File: src/hw/rtl/pfd_pkg.sv
package pfd_pkg;

  localparam logic [1:0] ReqAdd  = 2'd0;
  localparam logic [1:0] ReqFwd  = 2'd1;
  localparam logic [1:0] ReqCnt  = 2'd2;
  localparam logic [1:0] ReqNone = 2'd3;

  typedef enum logic [1:0] {
    KIND_ADD,
    KIND_FWD,
    KIND_CNT,
    KIND_NONE
  } kind_e;

  typedef enum logic {
    ST_IDLE,
    ST_SCAN
  } state_e;

  typedef struct packed {
    logic [1:0]  req_type;
    logic [15:0] src_id;
    logic [15:0] dst_id;
    logic [31:0] arrival_time;
    logic [31:0] range_start;
    logic [31:0] range_end;
  } in_word_t;

  typedef struct packed {
    logic        accepted;
    logic        packet_valid;
    logic [15:0] out_src;
    logic [15:0] out_dst;
    logic [31:0] out_time;
    logic [6:0]  match_count;
  } out_word_t;

  typedef struct packed {
    kind_e    kind;
    in_word_t word;
  } item_t;

endpackage

File: src/hw/rtl/pfd_front.sv
module pfd_front (
  input  logic             clk_i,
  input  logic             rst_ni,
  input  logic             in_valid_i,
  output logic             in_stall_o,
  input  pfd_pkg::in_word_t in_word_i,
  output logic             item_valid_o,
  output pfd_pkg::item_t   item_o,
  input  logic             item_pop_i
);
  import pfd_pkg::*;

  item_t      slot_q [2];
  logic       wr_q, rd_q;
  logic [1:0] cnt_q;
  logic       push, pop;
  item_t      item_new;

  always_comb begin
    item_new.word = in_word_i;
    unique case (in_word_i.req_type)
      ReqAdd:  item_new.kind = KIND_ADD;
      ReqFwd:  item_new.kind = KIND_FWD;
      ReqCnt:  item_new.kind = KIND_CNT;
      default: item_new.kind = KIND_NONE;
    endcase
  end

  assign in_stall_o   = cnt_q[1];
  assign item_valid_o = cnt_q != 2'd0;
  assign item_o       = slot_q[rd_q];
  assign push         = in_valid_i && !cnt_q[1];
  assign pop          = item_pop_i && item_valid_o;

  always_ff @(posedge clk_i) begin
    if (push) begin
      slot_q[wr_q] <= item_new;
    end
  end

  always_ff @(posedge clk_i or negedge rst_ni) begin
    if (!rst_ni) begin
      wr_q  <= 1'b0;
      rd_q  <= 1'b0;
      cnt_q <= 2'd0;
    end else begin
      if (push) wr_q <= !wr_q;
      if (pop) rd_q <= !rd_q;
      cnt_q <= cnt_q + 2'(push) - 2'(pop);
    end
  end

endmodule

File: src/hw/rtl/pfd_back.sv
module pfd_back #(
  parameter int CAPACITY = 64
) (
  input  logic               clk_i,
  input  logic               rst_ni,
  input  logic               item_valid_i,
  input  pfd_pkg::item_t     item_i,
  output logic               item_pop_o,
  input  logic [6:0]         limit_i,
  output logic               out_valid_o,
  input  logic               out_stall_i,
  output pfd_pkg::out_word_t out_word_o
);
  import pfd_pkg::*;

  localparam int AW   = (CAPACITY > 1) ? $clog2(CAPACITY) : 1;
  localparam int CW   = $clog2(CAPACITY + 1);
  localparam int LimW = (CW > 7) ? CW : 7;
  localparam logic [AW:0]     CapA = (AW + 1)'(CAPACITY);
  localparam logic [LimW-1:0] CapL = LimW'(CAPACITY);

  function automatic logic [AW-1:0] wrap(input logic [AW:0] s);
    logic [AW:0] r;
    r = (s >= CapA) ? s - CapA : s;
    return r[AW-1:0];
  endfunction

  logic [63:0] mem [CAPACITY];

  state_e      state_q, state_d;
  item_t       cur_q;
  logic [AW-1:0] head_q;
  logic [CW-1:0] occ_q, idx_q, n_q, n_new;
  logic        cmp_v_q, dup_q;
  logic [6:0]  cnt_q;
  logic [63:0] rd_q, fwd_q, key;
  logic        outv_q;
  out_word_t   outw_q, res;
  logic        take, rd_en, done, drop, do_wr;
  logic [LimW-1:0] lim, eff;
  logic [AW-1:0] rd_addr, wr_addr, head_inc;

  assign key = {cur_q.word.src_id, cur_q.word.dst_id, cur_q.word.arrival_time};
  assign rd_addr  = wrap({1'b0, head_q} + (AW + 1)'(idx_q));
  assign wr_addr  = wrap({1'b0, head_q} + (AW + 1)'(occ_q));
  assign head_inc = wrap({1'b0, head_q} + (AW + 1)'(1));

  always_comb begin
    lim = LimW'(limit_i);
    if (lim == '0) eff = LimW'(1);
    else if (lim > CapL) eff = CapL;
    else eff = lim;
  end
  assign drop = LimW'(occ_q) >= eff;

  always_comb begin
    unique case (item_i.kind)
      KIND_ADD, KIND_CNT: n_new = occ_q;
      KIND_FWD:           n_new = (occ_q != '0) ? CW'(1) : '0;
      default:            n_new = '0;
    endcase
  end

  always_comb begin
    state_d = state_q;
    unique case (state_q)
      ST_IDLE: if (take) state_d = ST_SCAN;
      ST_SCAN: if (done) state_d = ST_IDLE;
      default: state_d = ST_IDLE;
    endcase
  end

  always_comb begin
    take  = 1'b0;
    rd_en = 1'b0;
    done  = 1'b0;
    unique case (state_q)
      ST_IDLE: take = item_valid_i && (!outv_q || !out_stall_i);
      ST_SCAN: begin
        rd_en = idx_q < n_q;
        done  = !rd_en && !cmp_v_q;
      end
      default: ;
    endcase
    do_wr = done && cur_q.kind == KIND_ADD && !dup_q;
  end

  always_comb begin
    res = '0;
    unique case (cur_q.kind)
      KIND_ADD: res.accepted = !dup_q;
      KIND_FWD: begin
        res.packet_valid = n_q != '0;
        if (n_q != '0) begin
          res.out_src  = fwd_q[63:48];
          res.out_dst  = fwd_q[47:32];
          res.out_time = fwd_q[31:0];
        end
      end
      KIND_CNT: res.match_count = cnt_q;
      default: ;
    endcase
  end

  assign item_pop_o  = take;
  assign out_valid_o = outv_q;
  assign out_word_o  = outw_q;

  always_ff @(posedge clk_i) begin
    if (do_wr) mem[wr_addr] <= key;
    if (rd_en) rd_q <= mem[rd_addr];
  end

  always_ff @(posedge clk_i) begin
    if (take) begin
      cur_q <= item_i;
      n_q   <= n_new;
      idx_q <= '0;
      dup_q <= 1'b0;
      cnt_q <= '0;
    end else begin
      if (rd_en) idx_q <= idx_q + CW'(1);
      if (cmp_v_q) begin
        fwd_q <= rd_q;
        if (rd_q == key) dup_q <= 1'b1;
        if (rd_q[47:32] == cur_q.word.dst_id && rd_q[31:0] >= cur_q.word.range_start
            && rd_q[31:0] <= cur_q.word.range_end && cnt_q != 7'h7f) begin
          cnt_q <= cnt_q + 7'd1;
        end
      end
    end
    if (done) outw_q <= res;
  end

  always_ff @(posedge clk_i or negedge rst_ni) begin
    if (!rst_ni) begin
      state_q <= ST_IDLE;
      head_q  <= '0;
      occ_q   <= '0;
      cmp_v_q <= 1'b0;
      outv_q  <= 1'b0;
    end else begin
      state_q <= state_d;
      cmp_v_q <= rd_en;
      if (done) outv_q <= 1'b1;
      else if (outv_q && !out_stall_i) outv_q <= 1'b0;
      if (do_wr) begin
        if (drop) head_q <= head_inc;
        else occ_q <= occ_q + CW'(1);
      end else if (done && cur_q.kind == KIND_FWD && n_q != '0) begin
        head_q <= head_inc;
        occ_q  <= occ_q - CW'(1);
      end
    end
  end

endmodule

File: src/hw/rtl/packet_fifo_dedup_range_count.sv
// Channel   Direction  Handshake                  Payload
// in        input      in_valid_i / in_stall_o    in_word_i
// out       output     out_valid_o / out_stall_i  out_word_o
// cfg       input      cfg_we_i                   cfg_data_i
// The back end reads every stored entry for an add or count word, one entry for a forward
// from a nonempty queue and none for any word with nothing to read, through the single read
// port of the entry memory, which is swept one entry per cycle.
// A two-word queue accepts input while the back end scans or the output word is stalled.
// Reset empties the queue and sets the limit to 64; the entry memory is not cleared.
module packet_fifo_dedup_range_count #(
  parameter int CAPACITY = 64
) (
  input  logic               clk_i,
  input  logic               rst_ni,
  input  logic               in_valid_i,
  output logic               in_stall_o,
  input  pfd_pkg::in_word_t  in_word_i,
  output logic               out_valid_o,
  input  logic               out_stall_i,
  output pfd_pkg::out_word_t out_word_o,
  input  logic               cfg_we_i,
  input  logic [6:0]         cfg_data_i
);
  import pfd_pkg::*;

  logic [6:0] limit_q;
  item_t      item;
  logic       item_valid, item_pop;

  always_ff @(posedge clk_i or negedge rst_ni) begin
    if (!rst_ni) begin
      limit_q <= 7'd64;
    end else if (cfg_we_i) begin
      limit_q <= cfg_data_i;
    end
  end

  pfd_front u_front (
    .clk_i        (clk_i),
    .rst_ni       (rst_ni),
    .in_valid_i   (in_valid_i),
    .in_stall_o   (in_stall_o),
    .in_word_i    (in_word_i),
    .item_valid_o (item_valid),
    .item_o       (item),
    .item_pop_i   (item_pop)
  );

  pfd_back #(.CAPACITY(CAPACITY)) u_back (
    .clk_i        (clk_i),
    .rst_ni       (rst_ni),
    .item_valid_i (item_valid),
    .item_i       (item),
    .item_pop_o   (item_pop),
    .limit_i      (limit_q),
    .out_valid_o  (out_valid_o),
    .out_stall_i  (out_stall_i),
    .out_word_o   (out_word_o)
  );

endmodule

File: config.mk
export PLATFORM = sky130hd
export DESIGN_NAME = packet_fifo_dedup_range_count
export DESIGN_NICKNAME = d
export VERILOG_FILES = /design/src/hw/rtl/pfd_pkg.sv /design/src/hw/rtl/pfd_front.sv /design/src/hw/rtl/pfd_back.sv /design/src/hw/rtl/packet_fifo_dedup_range_count.sv
export SDC_FILE = /design/constraint.sdc
export NUM_CORES = 2
export LEC_CHECK = 0
export BUFFER_PORTS_ARGS = -buffer_cell sky130_fd_sc_hd__buf_2
export CELL_PAD_IN_SITES_DETAIL_PLACEMENT = 0
export CELL_PAD_IN_SITES_GLOBAL_PLACEMENT = 1
export CORE_ASPECT_RATIO = 1.75
export CORE_MARGIN = 4
export CORE_UTILIZATION = 50
export DETAILED_ROUTE_END_ITERATION = 10
export PLACE_DENSITY_LB_ADDON = 0.1
export RECOVER_POWER = 100
export SYNTH_ARGS = -nofsm -noshare
export SYNTH_HDL_FRONTEND = slang
export SYNTH_MEMORY_MAX_BITS = 65536
export SYNTH_SLANG_ARGS = --single-unit
File: constraint.sdc
create_clock -name clk_i -period 17.6 [get_ports clk_i]
set_input_delay 3.52 -clock clk_i [delete_from_list [all_inputs] [get_ports clk_i]]
set_output_delay 3.52 -clock clk_i [all_outputs]
set_load 0.02 [all_outputs]
# [Word level (Yosys, flattened, before mapping)]
# Memories as Yosys holds them, arrays and structs flattened. A register that Yosys moved wholly into a read port is not among the register bits.
# Index checks and enable logic that the tools add are counted.
[word_totals] memories=2 ram_bits=4360 reg_bits=316 out_inout_bits=75 wordCells=124
[memory_table] memory="u_back.mem" depth=64 word_bits=64 read_ports=1 rd_ports_with_merged_regs=1 write_ports=1 line="pfd_back.sv:28" source="logic [63:0] mem [CAPACITY];"
[memory_table] memory="u_front.slot_q" depth=2 word_bits=132 read_ports=1 rd_ports_with_merged_regs=0 write_ports=1 line="pfd_front.sv:13" source="item_t slot_q [2];"
[classes] n_eq_ne=11 magnitude_cmp=8 n_reduce_logical=37 mux=26 addsub=12 n_bitwise=2
[op_table] operator="64-bit equality test" count=1
[op_table] operator="6-bit two-way mux" count=6
[op_table] operator="7-bit two-way mux" count=5
[op_table] operator="32-bit greater-or-equal comparator" count=1
[op_table] operator="32-bit less-or-equal comparator" count=1
[op_table] operator="7-bit by 1-bit adder with 7-bit output, second input constant" count=3
[op_table] operator="7-bit greater-or-equal comparator, second input constant" count=3
[op_table] operator="6-bit by 1-bit subtractor with 6-bit output, second input constant" count=3
[op_table] operator="16-bit equality test" count=1
[op_table] operator="6-bit by 7-bit adder with 7-bit output" count=2
[op_table] operator="7-bit one-hot mux with 2 select lines" count=1
[op_table] operator="7-bit nonzero test" count=2
[op_table] operator="1-bit logical AND" count=12
[op_table] operator="1-bit two-way mux" count=12
[op_table] operator="2-bit AND reduction" count=6
[op_table] operator="1-bit zero test" count=8
[op_table] operator="6-bit by 1-bit adder with 7-bit output, second input constant" count=1
[op_table] operator="7-bit greater-or-equal comparator" count=1
[op_table] operator="7-bit > comparator, second input constant" count=1
[op_table] operator="7-bit zero test" count=1
[op_table] operator="7-bit < comparator" count=1
[op_table] operator="7-bit != test, second input constant" count=1
[op_table] operator="7-bit by 1-bit subtractor with 7-bit output, second input constant" count=1
[op_table] operator="2-bit by 1-bit equality test with 1-bit output, second input constant" count=3
[op_table] operator="12 further kinds" count=19

# [Depth between registers and ports, before layout]
[logic_depth] ltp_word=8 depth_mapped=15 depth_no_buf=15

# [Modules after synthesis]
# Synthesis repeated with hierarchy kept, for this count alone.
[hier_totals] cells_unflattened=7474 area_unflattened_um2=181026.1
[by_module_without_submodules] module="pfd_back" instances=1 cells_each=7025 area_each_um2=170716.2 seq_area_each_um2=133848.4
[by_module_without_submodules] module="pfd_front" instances=1 cells_each=434 area_each_um2=10017.1 seq_area_each_um2=8027.7
[by_module_without_submodules] module="packet_fifo_dedup_range_count" instances=1 cells_each=15 area_each_um2=292.8 seq_area_each_um2=176.4

# [Worst setup path before layout]
# OpenSTA, ideal clock, no wires.
[synth_path] path_kind="in2reg" start="in in_valid_i" end="mem u_front.slot_q[0][0] (netlist bit), enable pin" required_ps=16979 stages=2 arrival_time_ps=9021 path_buffers=0 setup_slack_ps=7958 cell_sequence="nand2b_1 > nor2_1"
[synth_via] elab_chain_cells=3
[synth_rtl] item="start: declaration" line="packet_fifo_dedup_range_count.sv:15" source="input logic in_valid_i,"
[synth_rtl] item="1-bit logical AND" line="pfd_front.sv:32" source="assign push = in_valid_i && !cnt_q[1];"
[synth_rtl] item="1-bit two-way mux" line="pfd_front.sv:36" source="if (push) begin"
[synth_rtl] item="1-bit two-way mux (implied by the code)" line="pfd_front.sv:37" source="slot_q[wr_q] <= item_new;"
[synth_rtl] item="end: declaration" line="pfd_front.sv:13"
# No other way between the ends.

# [Worst setup path in the final report]
[layout_path] start="reg u_back.head_q[0]" end="reg u_back.rd_q[25] (read register of u_back.mem) (data pin)"
[layout_via] elab_chain_cells=3 elab_cells_between_ends=4 cone_classes="add/sub: 2; order compare: 1; mux: 1"
[layout_rtl] item="start: declaration" line="pfd_back.sv:32" source="logic [AW-1:0] head_q;"
[layout_rtl] item="start signal: assignment" line="pfd_back.sv:148" source="if (drop) head_q <= head_inc;"
[layout_rtl] item="start signal: assignment" line="pfd_back.sv:151" source="head_q <= head_inc;"
[layout_rtl] item="6-bit by 7-bit adder with 7-bit output *" line="pfd_back.sv:44" source="assign rd_addr = wrap({1'b0, head_q} + (AW + 1)'(idx_q));"
[layout_rtl] item="6-bit by 1-bit subtractor with 6-bit output or 7-bit greater-or-equal comparator (tied branches)" line="pfd_back.sv:24" source="r = (s >= CapA) ? s - CapA : s;"
[layout_rtl] item="6-bit two-way mux *" line="pfd_back.sv:24"
[layout_rtl] item="end: declaration" line="pfd_back.sv:36" source="logic [63:0] rd_q, fwd_q, key;"
# Every way passes the cells marked *; elsewhere a longest branch is shown, timed or not.
# A chain may end at the register's enable or synchronous reset.

==> out/qor.csv <==
metric;value;unit
Sw Share;30.7;%
Die Y-Extent;803;µm
initial antenna violation count;29;
pre-CTS WS;10.81;ns
GR Util All Layers;27.7;%
port bufs;216;
cell internal pwr;25.7;mW
NetSw;11.4;mW
post-synth top area share;78.0;%
cts hold-fix bufs;0;
Distinct cells, synth;58;
die footprint;371000;µm²
register share of total power;37.4;%
Area Growth Syn to Fin;11.3;%
Worst Setup SP;u_back.head_q[0]$_DFFE_PN0P_;
placer congestion estimate;0.804;
Synthesized Nets;7701;
Worst slew margin;-464;%
final slew viol count;9848;
Synth area leader;edfxtp_1;
Mapped Area;181000;µm²
Num CTS Buffers;418;
unrepaired setup endpoints after global routing;false;
Post-synth EDFFs;4694;
Max Fclk;88.3;MHz
status;finished, violations left;
Floorplan Core Area;359000;µm²
Initial Utilization;50.3;%
Pre-antenna DRT Iters;5;
Final ANT Viol Nets;0;
H-tree depth reported by CTS;5;
final worst slack;6.28;ns
1st-iter DRT viols;10600;
clock skew;0.0461;ns
final core occ;55.9;%
drt total wl;516000;µm
Post-Syn Area per Cell;24.2;µm²
worst path arrival time;12.00;ns
largest net degree at the start of global routing;145;
total grt overflow;0;
Synth area leaders;edfxtp_1, mux4_2, mux2_2;
Seq/Total Area, Yosys;78.6;%
cell with the most instances after synthesis;edfxtp_1;
drt via density;6.44;
setup violators final;0;
fin nets;8284;
share of cells above drive strength 1;25.2;%
clock-pin slew on the worst setup and hold paths;0.07;ns
Most used DFF post-synth;edfxtp_1;
Clock Tree Root;clkbuf_16;
WP data required;18.28;ns
Final Hold Fails;0;
Vias;84200;
drt drc;0;
Cells after Synth;7458;
Max Cap Viol;275;
synth cell count leaders;edfxtp_1, mux4_2, clkbuf_1, mux2_2, buf_2;
Max VDD drop;0.000340;V
number of post-CTS setup repair buffers;0;
Worst Tran Pin Value;8.45;ns
later-pin clock latency in the skew report;0.96;ns
WS Path Type;reg2reg;
post-CTS sizing;0;
clock sink total;4736;
CTS tree;yes;
startpoint types;flip-flop;
setup TNS;0;ns
vias in the first global route;86300;
combinational group share of total power;37.3;%
first-pass GRT wire length;709000;µm
CP Capture Type;flip-flop;
Final Cycle Share;64.3;%
failing checks;max-capacitance violations, max-slew violations;
clock share of power;25.3;%
Final min period;11.32;ns
Synth Warn #;0;
RR Startpoint;u_back.head_q[0]$_DFFE_PN0P_;
Hold Path Class;reg2reg;
#FFs+latches synth;4736;
row count;291;
CP Max Fanout;101;
DP HPWL;283000;µm
asr flop ratio synth;0.570;%
Pleak;61.9;nW
HP Start;u_back.dup_q$_SDFFE_PP0P_;
Top Ports;217;
routed length per instance;39.5;µm
Horiz. Die Dim;462;µm
Max clock buf depth;4;
PD cells;184;nW/µm²
[critical path: stages, from the launching register on]
cell and delay, ns:
dfrtp_1 0.45, ha_1 0.25, fa_1 2.50, buf_12 0.41
clkbuf_1 2.13, clkbuf_1 2.52, buf_4 0.94, mux4_2 0.41
mux4_2 0.48, nor2b_1 0.18, a211oi_1 0.33, a21oi_1 0.07
[power by group through the flow]
stage,clock network [mW],registers [mW],logic [mW]
after floorplan,0,14.0,10.1
after global placement,0,14.0,13.8
after detailed placement,0,14.0,13.9
after CTS,9.52,13.8,13.9
after global routing,9.99,13.9,14.7
final,9.36,13.9,13.8
[registers in the layout, summed over array words and instances (netlist names), 2 cells and up]
register and count:
limit_q 7, u_back.cnt_q 7, u_back.cur_q 130, u_back.fwd_q 64, u_back.head_q 6, u_back.idx_q 7, u_back.mem 4096, u_back.n_q 7
u_back.occ_q 7, u_back.out_word_o 73, u_back.rd_q 64, u_front.cnt_q 2, u_front.slot_q 260
[area by class of cell]
cell class	instances	area, µm²
fillers	26400	158000
flip-flops and latches	4736	142000
multi-input cells	2289	36800
clock buffers	488	10900
well taps	4688	5870
clock inverters	269	2890
repair buffers	508	2310
inverters	88	333
diodes	11	27.5
[path summary, 6_finish.rpt]
check,endpoint,slack (ns),cells after the start
min in group asynchronous,u_front.cnt_q[1]$_DFF_PN0_,3.02,1
max,u_back.rd_q[25]$_DFFE_PP_,6.28,11
max in group asynchronous,u_back.occ_q[4]$_DFFE_PN0P_,13.58,1
min,u_back.dup_q$_SDFFE_PP0P_,0.47,1
max reg2reg,u_back.rd_q[25]$_DFFE_PP_,6.28,11
min reg2reg,u_back.dup_q$_SDFFE_PP0P_,0.47,1
[layer usage]
layer / up-vias / GRT usage [%] / share of wire, %
li1: 33000 / - / -
met1: 46200 / 35.4 / 36
met2: 3918 / 48.2 / 52
met3: 1019 / 4.22 / 7.4
met4: 12 / 10.2 / 4.7
met5: - / 0 / 0.016
[cells by family after synthesis]
kind of cell	synth area share, %
flops	78.6
mux	17.2
buf+inv	1.12
simple gates	1.09
compound gates	0.825
fa+ha+maj	0.712
xor+xnor	0.470
[cells in the final DEF (no fill, tap or decap), types with 64 or more instances in the layout]
cell       instances
clkinv_2          71
mux2_2            84
and2_0            64
a211oi_1          65
nor2b_1           67
clkinv_1          84
a21oi_1          105
nor2_1            80
mux2i_1           66
inv_1             86
ha_1              98
clkbuf_16        425
mux4_2          1280
clkbuf_1         462
edfxtp_1        4694
[per-stage QoR]
step / total power, mW / instances / hold slack [ns] / area, µm²
2_1_floorplan: 24.1 / 7458 / 0.426 / 181000
3_3_place_gp: 27.7 / 12300 / 0.446 / 189000
3_5_place_dp: 27.9 / 12300 / 0.458 / 189000
4_1_cts: 37.2 / 13100 / 0.472 / 203000
5_1_grt: 38.6 / 13100 / 0.501 / 201000
6_report: 37.1 / 13100 / 0.472 / 201000
Power figures use the tool's default switching activity.
